## src/rtl/text_window_terminal_writer_assert.svh

```systemverilog
// assertion macros for the text window terminal writer
// used by the top level only; the macros expect clk_i and rst_ni in scope
`ifndef TEXT_WINDOW_TERMINAL_WRITER_ASSERT_SVH
`define TEXT_WINDOW_TERMINAL_WRITER_ASSERT_SVH

`ifndef SYNTH
`define TWTW_ASSERT(lbl, prop, msg) \
  lbl: assert property (@(posedge clk_i) disable iff (!rst_ni) prop) else $error(msg);
`define TWTW_ASSERT_NEXT(lbl, pre, post, msg) \
  lbl: assert property (@(posedge clk_i) disable iff (!rst_ni) (pre) |=> (post)) \
    else $error(msg);
`else
`define TWTW_ASSERT(lbl, prop, msg)
`define TWTW_ASSERT_NEXT(lbl, pre, post, msg)
`endif

`endif

```

## src/rtl/twtw_pkg.sv

```systemverilog
// shared types and constants for the text window terminal writer
// no dependencies
package twtw_pkg;

  localparam int DEF_PAGE_COLUMNS = 32;
  localparam int DEF_PAGE_LINES   = 16;

  // control characters
  localparam logic [7:0] CH_LF    = 8'd10;
  localparam logic [7:0] CH_CR    = 8'd13;
  localparam logic [7:0] CH_TAB   = 8'd9;
  localparam logic [7:0] CH_BS    = 8'd8;
  localparam logic [7:0] CH_VT    = 8'd11;
  localparam logic [7:0] CH_SPACE = 8'd32;
  localparam logic [2:0] VT_LINES = 3'd6;

  // register reset values
  localparam logic [4:0] RST_WIN_LEFT   = 5'd0;
  localparam logic [3:0] RST_WIN_TOP    = 4'd0;
  localparam logic [5:0] RST_WIN_WIDTH  = 6'd32;
  localparam logic [4:0] RST_WIN_HEIGHT = 5'd16;
  localparam logic [5:0] RST_TAB_SIZE   = 6'd8;
  localparam logic [7:0] RST_FONT_OFS   = 8'd32;

  typedef enum logic [2:0] {
    OP_WRITE_CHAR = 3'd0,
    OP_SET_CURSOR = 3'd1,
    OP_CLEAR_WIN  = 3'd2,
    OP_CLEAR_EOL  = 3'd3,
    OP_READ_CELL  = 3'd4
  } op_e;

  typedef enum logic [2:0] {
    CFG_WIN_LEFT   = 3'd0,
    CFG_WIN_TOP    = 3'd1,
    CFG_WIN_WIDTH  = 3'd2,
    CFG_WIN_HEIGHT = 3'd3,
    CFG_TAB_SIZE   = 3'd4,
    CFG_FONT_OFS   = 3'd5
  } cfg_idx_e;

  // effective window after clamping
  typedef struct packed {
    logic [4:0] wl;
    logic [3:0] wt;
    logic [5:0] ww;
    logic [4:0] wh;
    logic [5:0] ts;
    logic [7:0] fo;
  } win_t;

  // memory write side
  typedef struct packed {
    logic       we;
    logic [7:0] wdata;
  } mem_wr_t;

endpackage

```

## src/rtl/twtw_page.sv

```systemverilog
// page cell memory, one port, registered read data
// depends on twtw_pkg for the write request struct
module twtw_page #(
  parameter int DEPTH = 512,
  parameter int AW    = 9
) (
  input  logic              clk_i,
  input  twtw_pkg::mem_wr_t wr_i,
  input  logic [AW-1:0]     addr_i,
  output logic [7:0]        rdata_o
);
  import twtw_pkg::*;

  logic [7:0] mem [DEPTH];

  // write or read at one address
  always_ff @(posedge clk_i) begin
    if (wr_i.we) begin
      mem[addr_i] <= wr_i.wdata;
    end
    rdata_o <= mem[addr_i];
  end

endmodule

```

## src/rtl/twtw_seq.sv

```systemverilog
// sequencer: cursor state, character handling and cell sweeps over the page port
// depends on twtw_pkg
module twtw_seq #(
  parameter int PAGE_COLUMNS = twtw_pkg::DEF_PAGE_COLUMNS,
  parameter int PAGE_LINES   = twtw_pkg::DEF_PAGE_LINES,
  parameter int AW           = $clog2(PAGE_COLUMNS * PAGE_LINES)
) (
  input  logic               clk_i,
  input  logic               rst_ni,
  input  twtw_pkg::win_t     win_i,
  input  logic               home_i,
  input  logic               start_i,
  input  logic [2:0]         op_i,
  input  logic [7:0]         char_code_i,
  input  logic [5:0]         pos_x_i,
  input  logic [4:0]         pos_y_i,
  output logic               busy_o,
  output logic               res_valid_o,
  output logic [5:0]         cursor_col_o,
  output logic [4:0]         cursor_row_o,
  output logic               pause_flag_o,
  output logic [7:0]         read_data_o,
  output twtw_pkg::mem_wr_t  wr_o,
  output logic [AW-1:0]      addr_o,
  input  logic [7:0]         rdata_i
);
  import twtw_pkg::*;

  localparam int DEPTH = PAGE_COLUMNS * PAGE_LINES;

  typedef enum logic [12:0] {
    S_INIT   = 13'b0000000000001,
    S_IDLE   = 13'b0000000000010,
    S_WRAP   = 13'b0000000000100,
    S_ACT    = 13'b0000000001000,
    S_TAB    = 13'b0000000010000,
    S_VT     = 13'b0000000100000,
    S_FIN    = 13'b0000001000000,
    S_SCR_RD = 13'b0000010000000,
    S_SCR_WR = 13'b0000100000000,
    S_CLR    = 13'b0001000000000,
    S_RD     = 13'b0010000000000,
    S_RD2    = 13'b0100000000000,
    S_DONE   = 13'b1000000000000
  } state_e;

  state_e        state_q, state_d, ret_q, ret_d, scroll_ret;
  logic [5:0]    cx_q, cx_d;
  logic [4:0]    cy_q, cy_d;
  logic          pause_q, pause_d;
  logic [7:0]    ch_q, ch_d;
  logic [5:0]    px_q, px_d;
  logic [4:0]    py_q, py_d;
  logic          tab_act_q, tab_act_d;
  logic [5:0]    cnt_q, cnt_d;
  logic [6:0]    m_q, m_d;
  logic [2:0]    vcnt_q, vcnt_d;
  logic [5:0]    ix_q, ix_d;
  logic [4:0]    iy_q, iy_d, ilast_q, ilast_d;
  logic [AW-1:0] initc_q, initc_d;
  logic          res_valid_q;
  logic [5:0]    res_col_q;
  logic [4:0]    res_row_q;
  logic          res_pause_q;
  logic [7:0]    res_rd_q;

  logic          emit, do_scroll, we;
  logic [7:0]    wdata, rd_val;
  logic [5:0]    sel_col, ww_m1;
  logic [4:0]    sel_row, wh_m1;
  logic [5:0]    y_w, y_n;
  logic [5:0]    bx;
  logic [4:0]    by;
  logic [5:0]    row_sum;
  logic [6:0]    col_sum;

  assign ww_m1 = win_i.ww - 6'd1;
  assign wh_m1 = win_i.wh - 5'd1;

  // next state logic
  always_comb begin
    state_d    = state_q;
    ret_d      = ret_q;
    scroll_ret = S_ACT;
    cx_d       = cx_q;
    cy_d       = cy_q;
    pause_d    = pause_q;
    ch_d       = ch_q;
    px_d       = px_q;
    py_d       = py_q;
    tab_act_d  = tab_act_q;
    cnt_d      = cnt_q;
    m_d        = m_q;
    vcnt_d     = vcnt_q;
    ix_d       = ix_q;
    iy_d       = iy_q;
    ilast_d    = ilast_q;
    initc_d    = initc_q;
    emit       = 1'b0;
    do_scroll  = 1'b0;
    we         = 1'b0;
    wdata      = 8'd0;
    rd_val     = 8'd0;
    sel_col    = cx_q;
    sel_row    = cy_q;
    y_w        = {1'b0, cy_q};
    y_n        = {1'b0, cy_q} + 6'd1;
    bx         = cx_q;
    by         = cy_q;

    case (state_q)
      // clear every page cell after reset
      S_INIT: begin
        we = 1'b1;
        if (initc_q == AW'(DEPTH - 1)) begin
          state_d = S_IDLE;
        end else begin
          initc_d = initc_q + AW'(1);
        end
      end

      S_IDLE: begin
        if (home_i) begin
          cx_d = 6'd0;
          cy_d = 5'd0;
        end
        if (start_i) begin
          px_d = pos_x_i;
          py_d = pos_y_i;
          case (op_e'(op_i))
            OP_WRITE_CHAR: begin
              ch_d      = char_code_i;
              tab_act_d = 1'b0;
              state_d   = S_WRAP;
            end
            OP_SET_CURSOR: begin
              cx_d = (pos_x_i > win_i.ww) ? win_i.ww : pos_x_i;
              cy_d = (pos_y_i > win_i.wh) ? win_i.wh : pos_y_i;
              emit = 1'b1;
            end
            OP_CLEAR_WIN: begin
              cx_d    = 6'd0;
              cy_d    = 5'd0;
              ix_d    = 6'd0;
              iy_d    = 5'd0;
              ilast_d = wh_m1;
              ret_d   = S_DONE;
              state_d = S_CLR;
            end
            OP_CLEAR_EOL: begin
              if (cy_q < win_i.wh && cx_q < win_i.ww) begin
                ix_d    = cx_q;
                iy_d    = cy_q;
                ilast_d = cy_q;
                ret_d   = S_DONE;
                state_d = S_CLR;
              end else begin
                emit = 1'b1;
              end
            end
            OP_READ_CELL: begin
              if (pos_x_i < win_i.ww && pos_y_i < win_i.wh) begin
                state_d = S_RD;
              end else begin
                emit = 1'b1;
              end
            end
            default: emit = 1'b1;
          endcase
        end
      end

      // auto-wrap, then scroll when past the last row
      S_WRAP: begin
        if (cx_q >= win_i.ww && ch_q != CH_LF && ch_q != CH_CR) begin
          cx_d = 6'd0;
          y_w  = {1'b0, cy_q} + 6'd1;
        end
        if (y_w >= {1'b0, win_i.wh}) begin
          do_scroll  = 1'b1;
          scroll_ret = S_ACT;
        end else begin
          cy_d    = y_w[4:0];
          state_d = S_ACT;
        end
      end

      S_ACT: begin
        case (ch_q)
          CH_LF: begin
            cy_d = cy_q + 5'd1;
            if (cx_q >= ww_m1) cx_d = 6'd0;
            state_d = S_FIN;
          end
          CH_CR: begin
            cx_d    = 6'd0;
            state_d = S_FIN;
          end
          CH_TAB: begin
            m_d     = {1'b0, win_i.ts};
            state_d = S_TAB;
          end
          CH_BS: begin
            if (cx_q != 6'd0) begin
              bx = cx_q - 6'd1;
            end else if (cy_q != 5'd0) begin
              bx = ww_m1;
              by = cy_q - 5'd1;
            end
            cx_d    = bx;
            cy_d    = by;
            sel_col = bx;
            sel_row = by;
            we      = (bx < win_i.ww) && (by < win_i.wh);
            state_d = S_FIN;
          end
          CH_VT: begin
            cx_d    = 6'd0;
            vcnt_d  = VT_LINES;
            state_d = S_VT;
          end
          default: begin
            we      = (cx_q < win_i.ww) && (cy_q < win_i.wh);
            wdata   = ch_q - win_i.fo;
            cx_d    = cx_q + 6'd1;
            state_d = S_FIN;
          end
        endcase
      end

      // next tab stop by repeated add of the tab size
      S_TAB: begin
        if (m_q <= {1'b0, cx_q}) begin
          m_d = m_q + {1'b0, win_i.ts};
        end else begin
          cnt_d     = 6'(m_q - {1'b0, cx_q});
          ch_d      = CH_SPACE;
          tab_act_d = 1'b1;
          state_d   = S_WRAP;
        end
      end

      // vertical tab, one line a step
      S_VT: begin
        if (vcnt_q == 3'd0) begin
          state_d = S_FIN;
        end else begin
          vcnt_d = vcnt_q - 3'd1;
          if (y_n >= {1'b0, wh_m1}) begin
            do_scroll  = 1'b1;
            scroll_ret = S_VT;
          end else begin
            cy_d = y_n[4:0];
          end
        end
      end

      // pause flag, and loop over tab spaces
      S_FIN: begin
        pause_d = (cx_q >= win_i.ww || ch_q == CH_LF) && (cy_q >= wh_m1);
        if (tab_act_q && cnt_q != 6'd1) begin
          cnt_d   = cnt_q - 6'd1;
          state_d = S_WRAP;
        end else begin
          tab_act_d = 1'b0;
          emit      = 1'b1;
          state_d   = S_IDLE;
        end
      end

      // scroll copy: read the row below
      S_SCR_RD: begin
        sel_col = ix_q;
        sel_row = iy_q + 5'd1;
        state_d = S_SCR_WR;
      end

      S_SCR_WR: begin
        sel_col = ix_q;
        sel_row = iy_q;
        we      = 1'b1;
        wdata   = rdata_i;
        if (ix_q >= ww_m1) begin
          ix_d = 6'd0;
          if (iy_q + 5'd1 >= wh_m1) begin
            iy_d    = wh_m1;
            ilast_d = wh_m1;
            state_d = S_CLR;
          end else begin
            iy_d    = iy_q + 5'd1;
            state_d = S_SCR_RD;
          end
        end else begin
          ix_d    = ix_q + 6'd1;
          state_d = S_SCR_RD;
        end
      end

      // clear a run of cells, row by row
      S_CLR: begin
        sel_col = ix_q;
        sel_row = iy_q;
        we      = 1'b1;
        if (ix_q >= ww_m1) begin
          if (iy_q >= ilast_q) begin
            state_d = ret_q;
          end else begin
            ix_d = 6'd0;
            iy_d = iy_q + 5'd1;
          end
        end else begin
          ix_d = ix_q + 6'd1;
        end
      end

      S_RD: begin
        sel_col = px_q;
        sel_row = py_q;
        state_d = S_RD2;
      end

      S_RD2: begin
        rd_val  = rdata_i;
        emit    = 1'b1;
        state_d = S_IDLE;
      end

      S_DONE: begin
        emit    = 1'b1;
        state_d = S_IDLE;
      end

      default: state_d = S_IDLE;
    endcase

    // scroll entry: cursor to start of last row, copy rows, clear last row
    if (do_scroll) begin
      cx_d    = 6'd0;
      cy_d    = wh_m1;
      ix_d    = 6'd0;
      iy_d    = 5'd0;
      ilast_d = wh_m1;
      ret_d   = scroll_ret;
      state_d = (win_i.wh > 5'd1) ? S_SCR_RD : S_CLR;
    end
  end

  // page address from window-relative column and row
  assign row_sum = {2'b00, win_i.wt} + {1'b0, sel_row};
  assign col_sum = {2'b00, win_i.wl} + {1'b0, sel_col};
  assign addr_o  = (state_q == S_INIT) ? initc_q
                 : AW'(row_sum * PAGE_COLUMNS) + AW'(col_sum);
  assign wr_o.we    = we;
  assign wr_o.wdata = wdata;

  // control registers
  always_ff @(posedge clk_i or negedge rst_ni) begin
    if (!rst_ni) begin
      state_q     <= S_INIT;
      ret_q       <= S_DONE;
      cx_q        <= 6'd0;
      cy_q        <= 5'd0;
      pause_q     <= 1'b0;
      tab_act_q   <= 1'b0;
      cnt_q       <= 6'd0;
      vcnt_q      <= 3'd0;
      ix_q        <= 6'd0;
      iy_q        <= 5'd0;
      ilast_q     <= 5'd0;
      initc_q     <= '0;
      res_valid_q <= 1'b0;
    end else begin
      state_q     <= state_d;
      ret_q       <= ret_d;
      cx_q        <= cx_d;
      cy_q        <= cy_d;
      pause_q     <= pause_d;
      tab_act_q   <= tab_act_d;
      cnt_q       <= cnt_d;
      vcnt_q      <= vcnt_d;
      ix_q        <= ix_d;
      iy_q        <= iy_d;
      ilast_q     <= ilast_d;
      initc_q     <= initc_d;
      res_valid_q <= emit;
    end
  end

  // payload registers
  always_ff @(posedge clk_i) begin
    ch_q <= ch_d;
    px_q <= px_d;
    py_q <= py_d;
    m_q  <= m_d;
    if (emit) begin
      res_col_q   <= cx_d;
      res_row_q   <= cy_d;
      res_pause_q <= pause_d;
      res_rd_q    <= rd_val;
    end
  end

  assign busy_o       = (state_q != S_IDLE);
  assign res_valid_o  = res_valid_q;
  assign cursor_col_o = res_col_q;
  assign cursor_row_o = res_row_q;
  assign pause_flag_o = res_pause_q;
  assign read_data_o  = res_rd_q;

endmodule

```

## src/rtl/text_window_terminal_writer.sv

```systemverilog
// top level: configuration registers, window clamping, sequencer and page memory
// depends on twtw_pkg, twtw_seq, twtw_page and the assertion header
//
// A request is taken when start is high and busy is low; each request gives one
// result, shown on the result ports for a single cycle with result_valid_o, and
// the receiver cannot stall it. Cells go through one memory port, one cell per
// cycle for clears; a scroll copy reads each cell of the row below, then
// writes it. Set cursor and out-of-window reads answer in the cycle after they
// are taken; a cell read goes through S_RD and S_RD2, a printable character
// through S_WRAP, S_ACT and S_FIN. A scroll copies every row up and clears the
// last, a tab gives up to tab_size spaces each with possible scroll, a vertical
// tab up to six scrolls. After reset the block is busy while it clears the page.
// Configuration writes are always taken and must only occur while idle.
module text_window_terminal_writer #(
  parameter int PAGE_COLUMNS = twtw_pkg::DEF_PAGE_COLUMNS,
  parameter int PAGE_LINES   = twtw_pkg::DEF_PAGE_LINES
) (
  input  logic       clk_i,
  input  logic       rst_ni,
  input  logic       start,
  output logic       busy,
  input  logic [2:0] op_i,
  input  logic [7:0] char_code_i,
  input  logic [5:0] pos_x_i,
  input  logic [4:0] pos_y_i,
  output logic       result_valid_o,
  output logic [5:0] cursor_col_o,
  output logic [4:0] cursor_row_o,
  output logic       pause_flag_o,
  output logic [7:0] read_data_o,
  input  logic       cfg_valid_i,
  output logic       cfg_ready_o,
  input  logic [2:0] cfg_index_i,
  input  logic [7:0] cfg_data_i
);
  import twtw_pkg::*;

  `include "text_window_terminal_writer_assert.svh"

  localparam int DEPTH = PAGE_COLUMNS * PAGE_LINES;
  localparam int AW    = $clog2(DEPTH);

  logic [4:0]    win_left_q;
  logic [3:0]    win_top_q;
  logic [5:0]    win_width_q;
  logic [4:0]    win_height_q;
  logic [5:0]    tab_size_q;
  logic [7:0]    font_ofs_q;
  logic          cfg_we, home;
  win_t          win;
  logic [5:0]    ww0;
  logic [4:0]    wh0;
  mem_wr_t       mem_wr;
  logic [AW-1:0] mem_addr;
  logic [7:0]    mem_rdata;

  assign cfg_ready_o = 1'b1;
  assign cfg_we      = cfg_valid_i && cfg_ready_o;

  // configuration registers
  always_ff @(posedge clk_i or negedge rst_ni) begin
    if (!rst_ni) begin
      win_left_q   <= RST_WIN_LEFT;
      win_top_q    <= RST_WIN_TOP;
      win_width_q  <= RST_WIN_WIDTH;
      win_height_q <= RST_WIN_HEIGHT;
      tab_size_q   <= RST_TAB_SIZE;
      font_ofs_q   <= RST_FONT_OFS;
    end else if (cfg_we) begin
      case (cfg_idx_e'(cfg_index_i))
        CFG_WIN_LEFT:   win_left_q   <= cfg_data_i[4:0];
        CFG_WIN_TOP:    win_top_q    <= cfg_data_i[3:0];
        CFG_WIN_WIDTH:  win_width_q  <= cfg_data_i[5:0];
        CFG_WIN_HEIGHT: win_height_q <= cfg_data_i[4:0];
        CFG_TAB_SIZE:   tab_size_q   <= cfg_data_i[5:0];
        CFG_FONT_OFS:   font_ofs_q   <= cfg_data_i;
        default: ;
      endcase
    end
  end

  // window register writes home the cursor
  assign home = cfg_we && (cfg_index_i == CFG_WIN_LEFT || cfg_index_i == CFG_WIN_TOP ||
                           cfg_index_i == CFG_WIN_WIDTH || cfg_index_i == CFG_WIN_HEIGHT);

  // clamp the window onto the page
  always_comb begin
    win.wl = (int'(win_left_q) > PAGE_COLUMNS - 2) ? 5'(PAGE_COLUMNS - 2) : win_left_q;
    win.wt = (int'(win_top_q) > PAGE_LINES - 2) ? 4'(PAGE_LINES - 2) : win_top_q;
    ww0    = (win_width_q == 6'd0) ? 6'd1 : win_width_q;
    wh0    = (win_height_q == 5'd0) ? 5'd1 : win_height_q;
    win.ww = (int'(ww0) > PAGE_COLUMNS - int'(win.wl)) ?
             6'(PAGE_COLUMNS - int'(win.wl)) : ww0;
    win.wh = (int'(wh0) > PAGE_LINES - int'(win.wt)) ?
             5'(PAGE_LINES - int'(win.wt)) : wh0;
    win.ts = (tab_size_q == 6'd0) ? 6'd1 : tab_size_q;
    win.fo = font_ofs_q;
  end

  twtw_seq #(
    .PAGE_COLUMNS (PAGE_COLUMNS),
    .PAGE_LINES   (PAGE_LINES),
    .AW           (AW)
  ) u_seq (
    .clk_i        (clk_i),
    .rst_ni       (rst_ni),
    .win_i        (win),
    .home_i       (home),
    .start_i      (start),
    .op_i         (op_i),
    .char_code_i  (char_code_i),
    .pos_x_i      (pos_x_i),
    .pos_y_i      (pos_y_i),
    .busy_o       (busy),
    .res_valid_o  (result_valid_o),
    .cursor_col_o (cursor_col_o),
    .cursor_row_o (cursor_row_o),
    .pause_flag_o (pause_flag_o),
    .read_data_o  (read_data_o),
    .wr_o         (mem_wr),
    .addr_o       (mem_addr),
    .rdata_i      (mem_rdata)
  );

  twtw_page #(
    .DEPTH (DEPTH),
    .AW    (AW)
  ) u_page (
    .clk_i   (clk_i),
    .wr_i    (mem_wr),
    .addr_i  (mem_addr),
    .rdata_o (mem_rdata)
  );

  // a taken request either starts work or answers next cycle
  `TWTW_ASSERT_NEXT(a_start_progress, start && !busy, busy || result_valid_o, "request lost")
  // results are only shown while idle
  `TWTW_ASSERT(a_result_idle, result_valid_o |-> !busy, "result while busy")
  // work only begins on a request
  `TWTW_ASSERT(a_busy_cause, $rose(busy) |-> $past(start), "busy without request")

endmodule

```

## config.mk

```make
export PLATFORM = sky130hd
export DESIGN_NAME = text_window_terminal_writer
export DESIGN_NICKNAME = d
export VERILOG_FILES = /design/src/rtl/twtw_pkg.sv /design/src/rtl/twtw_page.sv /design/src/rtl/twtw_seq.sv /design/src/rtl/text_window_terminal_writer.sv
export VERILOG_INCLUDE_DIRS = /design/src /design/src/rtl
export SDC_FILE = /design/constraint.sdc
export NUM_CORES = 2
export LEC_CHECK = 0
export BUFFER_PORTS_ARGS = -buffer_cell sky130_fd_sc_hd__clkbuf_2
export CAP_MARGIN = 15
export CELL_PAD_IN_SITES_DETAIL_PLACEMENT = 1
export CELL_PAD_IN_SITES_GLOBAL_PLACEMENT = 2
export CORE_ASPECT_RATIO = 0.6
export CORE_MARGIN = 2
export CORE_UTILIZATION = 45
export CTS_CLUSTER_DIAMETER = 80
export CTS_CLUSTER_SIZE = 24
export DETAILED_ROUTE_END_ITERATION = 8
export PLACE_DENSITY_LB_ADDON = 0.1
export SLEW_MARGIN = 20
export SYNTH_ARGS = -nofsm -noshare
export SYNTH_HDL_FRONTEND = slang
export SYNTH_SLANG_ARGS = --single-unit
```

## constraint.sdc

```tcl
create_clock -name clk_i -period 31.9 [get_ports clk_i]
set_input_delay 4.785 -clock clk_i [delete_from_list [all_inputs] [get_ports clk_i]]
set_output_delay 4.785 -clock clk_i [all_outputs]
set_load 0.03 [all_outputs]
```

==> Word-level counts from Yosys, hierarchy flattened <==
Memory sizes are Yosys's and may differ from the RTL's. A register that Yosys moved wholly into a read port is not among the register bits.
Index checks and enable logic that the tools add are counted.
{ "word_totals": {"regBits": 153, "ram_bits": 4096, "input_bits": 37, "word_cells": 308, "n_memories": 1} }
{ "memory_table": {"columns": ["name", "words", "width", "read_ports", "rd_ports_with_merged_regs", "wr", "line_no", "source"], "rows": [
  ["u_page.mem", 512, 8, 1, 1, 1, "twtw_page.sv:14", "logic [7:0] mem [DEPTH];"]
]} }
{ "op_classes": {"add_sub_neg": 20, "n_lt_le_gt_ge": 22, "eq_ne": 57, "muxes": 124, "bitwise": 1, "reduce_logical": 56} }
{ "ops": {"columns": ["operator", "n"], "rows": [
  ["$mux 13", 16],
  ["$mux 6", 25],
  ["$pmux 13 s11", 1],
  ["$mux 5", 25],
  ["$pmux 6 s3", 3],
  ["$pmux 13 s4", 1],
  ["$pmux 5 s2", 5],
  ["$eq 8x4->1 const B", 5],
  ["$pmux 6 s2", 3],
  ["$gt 6x32->1", 1],
  ["$gt 7x32->1", 1],
  ["$mux 8", 4],
  ["$pmux 8 s2", 2],
  ["$mux 10", 3],
  ["$pmux 7 s2", 2],
  ["$pmux 13 s2", 1],
  ["$pmux 6 s4", 1],
  ["$ne 3x1->1 const B", 7],
  ["$pmux 5 s4", 1],
  ["$ge 6x6->1", 3],
  ["$lt 6x6->1", 3],
  ["$sub 6x1->6 const B", 3],
  ["$ne 8x4->1 const B", 2],
  ["$pmux 4 s4", 1],
  ["79 further kinds", 161]
]} }

==> Logic depth before layout (Yosys ltp) <==
{ "logic_depth": {"depth_word": 16, "mapped_depth": 35, "ltp_nobuf": 32} }

==> Cells and area by module <==
A second synthesis with hierarchy kept.
{ "hier_totals": {"hier_cells": 8803, "area_unflattened_um2": 169777.8} }
{ "by_module_without_submodules": {"columns": ["mod", "n_inst", "cells_each", "area_each_um2"], "rows": [
  ["twtw_page", 1, 7575, 158359.4],
  ["twtw_seq", 1, 1048, 9462.8],
  ["text_window_terminal_writer", 1, 180, 1955.6]
]} }

==> Worst setup path after synthesis <==
No wires, ideal clock.
{ "synth_path": {"path_kind": "register to register", "start": "register u_seq.state_q[8]", "end": "memory u_page.mem[0][0] (data pin)", "setup_ps": 4270, "arrival_ps": 22513, "required_ps": 27630, "slack_ps": 5117, "path_stages_with_launch": 7, "path_buffers": 3, "cell_sequence": "dfrtp_1 > buf_2 > or4_4 > buf_6 > or4_4 > clkbuf_1 > o31ai_1"} }
{ "synth_lines": {"columns": ["element", "line_no", "source"], "rows": [
  ["start, declared", "twtw_seq.sv:47", "state_e state_q, state_d, ret_q, ret_d, scroll_ret;"],
  ["start signal, assigned", "twtw_seq.sv:373", "state_q <= state_d;"],
  ["end, declared", "twtw_page.sv:14", null]
]} }

==> Worst setup path in the final report <==
{ "layout_path": {"start": "register win_left_q[2]", "end": "register u_page.rdata_o[1], read port of u_page.mem"} }
{ "layout_between": {"elab_chain_cells": 15} }
{ "layout_lines": {"columns": ["element", "line_no", "source"], "rows": [
  ["start, declared", "text_window_terminal_writer.sv:43", "logic [4:0] win_left_q;"],
  ["start signal, assigned", "text_window_terminal_writer.sv:71", "CFG_WIN_LEFT: win_left_q <= cfg_data_i[4:0];"],
  ["$gt 5x5->1", "text_window_terminal_writer.sv:88", "win.wl = (int'(win_left_q) > PAGE_COLUMNS - 2) ? 5'(PAGE_COLUMNS - 2) : win_left_q;"],
  ["$mux 5 *", "text_window_terminal_writer.sv:88", null],
  ["$sub 6x5->7", "text_window_terminal_writer.sv:93", "6'(PAGE_COLUMNS - int'(win.wl)) : ww0;"],
  ["$gt 7x32->1", "text_window_terminal_writer.sv:92", "win.ww = (int'(ww0) > PAGE_COLUMNS - int'(win.wl)) ?"],
  ["$mux 6", "text_window_terminal_writer.sv:92", null],
  ["$sub 6x1->6", "twtw_seq.sv:77", "assign ww_m1 = win_i.ww - 6'd1;"],
  ["$mux 6", "twtw_seq.sv:206", "end else if (cy_q != 5'd0) begin"],
  ["$mux 6", "twtw_seq.sv:204", "if (cx_q != 6'd0) begin"],
  ["$mux 6", "twtw_seq.sv:189", "case (ch_q)"],
  ["$mux 6", "twtw_seq.sv:111", "case (state_q)"],
  ["$mux 6", "twtw_seq.sv:189", null],
  ["$pmux 6 s3", "twtw_seq.sv:111", null],
  ["$add 5x6->7 *", "twtw_seq.sv:350", "assign col_sum = {2'b00, win_i.wl} + {1'b0, sel_col};"],
  ["$add 9x7->9 *", "twtw_seq.sv:352", ": AW'(row_sum * PAGE_COLUMNS) + AW'(col_sum);"],
  ["$mux 9 *", "twtw_seq.sv:351", "assign addr_o = (state_q == S_INIT) ? initc_q"],
  ["end, declared", "twtw_page.sv:10", "output logic [7:0] rdata_o"]
]} }
Every way passes the cells marked *; elsewhere a longest branch is shown, timed or not. The select of a mux whose other input is x is not followed.
A chain may end at the register's enable or synchronous reset.

==> flow_results.org <==
** Global route
- Antenna violations before repair :: 72
- Summed over all layers, the global routing overflow is 0.
- Wire length of the first global-routing pass :: 948 mm
- Entering global routing, the biggest net connects 204 pins.
- All-Layer GR Usage :: 0.343
- Vias in the first global route :: 115,000

** Clock tree
- Clock H-tree levels :: 4
- TritonCTS built the clock tree.
- Clock-pin slew was measured on the worst setup and hold paths at 0.10 ns.
- TritonCTS created 208 clock buffers.
- Clock tree sinks :: 4,247
- Number of buffers inserted for hold repair after clock tree synthesis :: 0
- Clock root cell :: clkbuf_16
- Once the clock tree was built, the setup fixing pass inserted 0 buffers.
- Once the clock tree was built, the resizer swapped 0 gates to a different size.
- The later pin in the worst-skew pair is clocked with a latency of 0.99 ns.
- Clock Tree Buf Depth :: 4

** Yosys
- Top_reg_cell synth :: edfxtp_1
- Of the synthesized area, sequential elements account for 0.730.
- Synthesis produced a netlist with a net count of 13,600.
- #FFs+latches synth :: 4,247
- YS warnings :: 0
- edfxtp_1 takes more of the synthesized area than any other cell.
- Post-synthesis async set-or-reset flop share :: 0.0231
- Counting distinct cell types in the post-synthesis netlist gives 105.
- After synthesis, the mean cell area works out to 12.9 um^2.
- Synthesized instance count :: 13,500
- Proportion of netlist area held by the largest area contributor :: 0.715
- Number of flops mapped to enable cells by yosys :: 4,141
- Top area cells in the synthesized netlist :: edfxtp_1, nand2_1, nand3_1
- Summing every instance area after synthesis gives 174,000 um^2.

** Critical path
- The worst setup path is captured at a flop.
- Crit path required time :: 32.80 ns
- STA puts the critical path data arrival time at 12.99 ns.
- Setup CP Type :: flop to flop
- Slowest Stage Delay on Critical Path :: 0.77 ns
- Among the stages of the critical path, the cell type that occurs most often is buf_4.
- Maximum fanout along the worst path :: 103
- The slowest stage of the critical path is the a31oi_1 cell.
- STA classifies the critical path startpoint as a flop.

** Layout
- Area used by multi-input combinational logic :: 44,100 um^2
- The area growth from synthesis to layout is 7.68%.
- The finished cells cover 187,000 um^2.
- The layout has 38,500 filler cells.
- Layout Nets :: 13,400
- The sequential cells in the finished layout cover a total of 127,000 um^2.
- Share of cells above drive strength 1 :: 0.0673

** Floorplan
- Overall die height :: 486 um
- Die Area :: 392,000 um^2
- The core region is 384,000 um^2.
- Die width :: 807 um
- Top-level I/O count :: 60
- Starting Density :: 0.453
- In this run the core area contains 176 standard-cell rows.

** Place
- Buffers placed on the I/O ports in this run total 58.
- In this run the cell area measured after placement is 181,000 um^2.
- Once detailed placement completed, the half-perimeter wirelength came to 437 mm.
- RePlAce Congestion :: 0.940

** Power and ir drop
- Maximum resistive drop on vdd :: 0.0938 mV
- Power per cell area :: 97.8 nW/um^2
- Summed over all cells, the static leakage comes to 0.0613 uW.

** STA
- Final Hold Violating Endpoints :: 0
- Setup repair after global routing missed its margin :: false
- Dividing the final minimum period by the clock period gives 0.379.
- For the pin with the worst max-slew slack, the measured transition is 1.33 ns.
- Counting I/O delays and the setup requirement, the final critical path takes 12.08 ns.
- Headroom to the max-slew limit came out at 0.110.
- Worst Clk Skew :: 0.0825 ns
- Maximum clock rate :: 0.0828 GHz
- Number of max-slew violations in the final report :: 0
- TNS Setup :: 0 ns
- Setup violations, final :: 0

** Worst hold path
- Hold Path Class :: flop to flop

** Drt
- Total wire length after detailed routing :: 688 mm
- For this run, the detailed router's first-pass iteration total came to 6.
- Dividing the detail-routed wire length by the instance count gives 37.2 um.
- Number of vias per cell after detailed routing :: 6.55
- In this run, the number of DRC markers left after iteration 0 of detailed routing was 20,200.
- The detail route stage leaves a number of antenna-violating nets equal to 0.
- DR DRC count :: 0
- The final route contains 121,000 vias.

** Job
- Max capacitance violation total :: 0

** Run status
- Result of the run :: finished clean
[synthesized netlist by cell type (63+ instances only)]
library cell  instances
a211oi_1             63
a311oi_1            100
a31oi_1             325
buf_2               158
dfrtp_1              92
nand3_1            1387
ha_1                117
mux2i_1             348
nor3_1               78
a32oi_1             286
nand4_1             175
inv_1                94
a21oi_1             231
edfxtp_1           4141
nor2_1              665
buf_1               224
and3_1              135
o21ai_0             116
nand2_1            3525
clkbuf_1            515
[cell usage in the layout (no fill, tap or decap), types with 23 or more instances in the layout]
cell type  instances
nand3_1         1387
nor2_1           618
o21ai_1           24
nand2_1         3522
a31oi_1          317
nor2_2            27
a311oi_1          98
xnor2_1           38
mux2_2            41
buf_12            26
ha_1             117
edfxtp_1        4141
clkbuf_2          57
and3_1           135
diode_2           31
nor3_1            73
o22ai_1           29
nand4_1          175
mux2i_1          345
a21oi_1          222
and2_1            27
a21o_1            39
inv_1             94
a211oi_1          55
clkbuf_16        212
buf_4            340
clkbuf_1          65
a22oi_1           47
a32oi_1          286
dfrtp_1           91
o211ai_1          23
o21ai_0          107
[path summary, 6_finish.rpt]
path | startpoint | endpoint | slack, ns | cells after the start
min | u_seq.ret_q[12] | u_seq.state_q[12] | 0.49 | 2
max in group asynchronous | rst_ni | u_seq.initc_q[1] | 26.62 | 2
min reg2reg | u_seq.ret_q[12] | u_seq.state_q[12] | 0.49 | 2
max reg2reg | win_left_q[2] | u_page.rdata_o[1] | 19.82 | 37
max | win_left_q[2] | u_page.rdata_o[1] | 19.82 | 37
min in group asynchronous | rst_ni | u_seq.cy_q[0] | 3.86 | 1
[sequential cells by signal, indices dropped and copies added, names as in the netlist, 7 cells and up]
name and count:
u_seq.m_q 7, u_seq.initc_q 9, u_page.mem 4096, u_seq.ch_q 8, u_seq.read_data_o 8, u_page.rdata_o 8, u_seq.state_q 13, font_ofs_q 8
[cells by family after synthesis]
group	share of synthesized area
AO/OA/AOI/OAI	0.0604
adder cells (fa/ha/maj)	0.00905
XOR/XNOR	0.00310
multiplexers	0.0234
other	0.0000215
buffers and inverters	0.0228
AND/OR/NAND/NOR	0.152
flip-flops	0.730
[power breakdown]
group          switching (uW)  internal [uW]
clock network            1840           1250
logic                    6860           2050
registers                70.4           6240
[metal layers]
metal,vias up,part of all wire,track usage
met3,918,0.12,0.0894
li1,49200,-,-
met5,-,0.00025,0
met1,63800,0.44,0.543
met4,26,0.031,0.0923
met2,7159,0.40,0.463
[final cells by class]
class / instances / share of cell area
Antenna cell: 31 / 0.000414
Clock buffer: 277 / 0.0296
Clock inverter: 18 / 0.00122
Inverter: 97 / 0.00194
Multi-Input combinational cell: 8219 / 0.235
Sequential cell: 4247 / 0.678
Tap cell: 5162 / 0.0345
Timing Repair Buffer: 441 / 0.0195
[metrics by stage]
step | hold slack, ns | power, uW | util | setup slack, ns | std cells
floorplan | 0.442 | 10700 | - | 5.12 | 13500
finish | 0.494 | 18300 | 0.488 | 19.82 | 18500
detailed placement | 0.474 | 15000 | 0.472 | 19.78 | 18200
CTS | 0.493 | 18000 | 0.487 | 19.77 | 18500
global route | 0.519 | 18700 | 0.488 | 19.38 | 18500
global placement | 0.466 | 14800 | 0.471 | 19.46 | 18100
[critical path: cells and delay by family, from the launching register on]
kind	cells	cell delay, ns
AOI/OAI and AO/OA	12	3.33
xor gates and xnor gates	1	0.27
DFF	1	0.50
adders and majority gates	4	1.45
and+or+nand+nor	11	2.04
buffers and inverters	9	4.07
(Power assumes the default switching activity.)
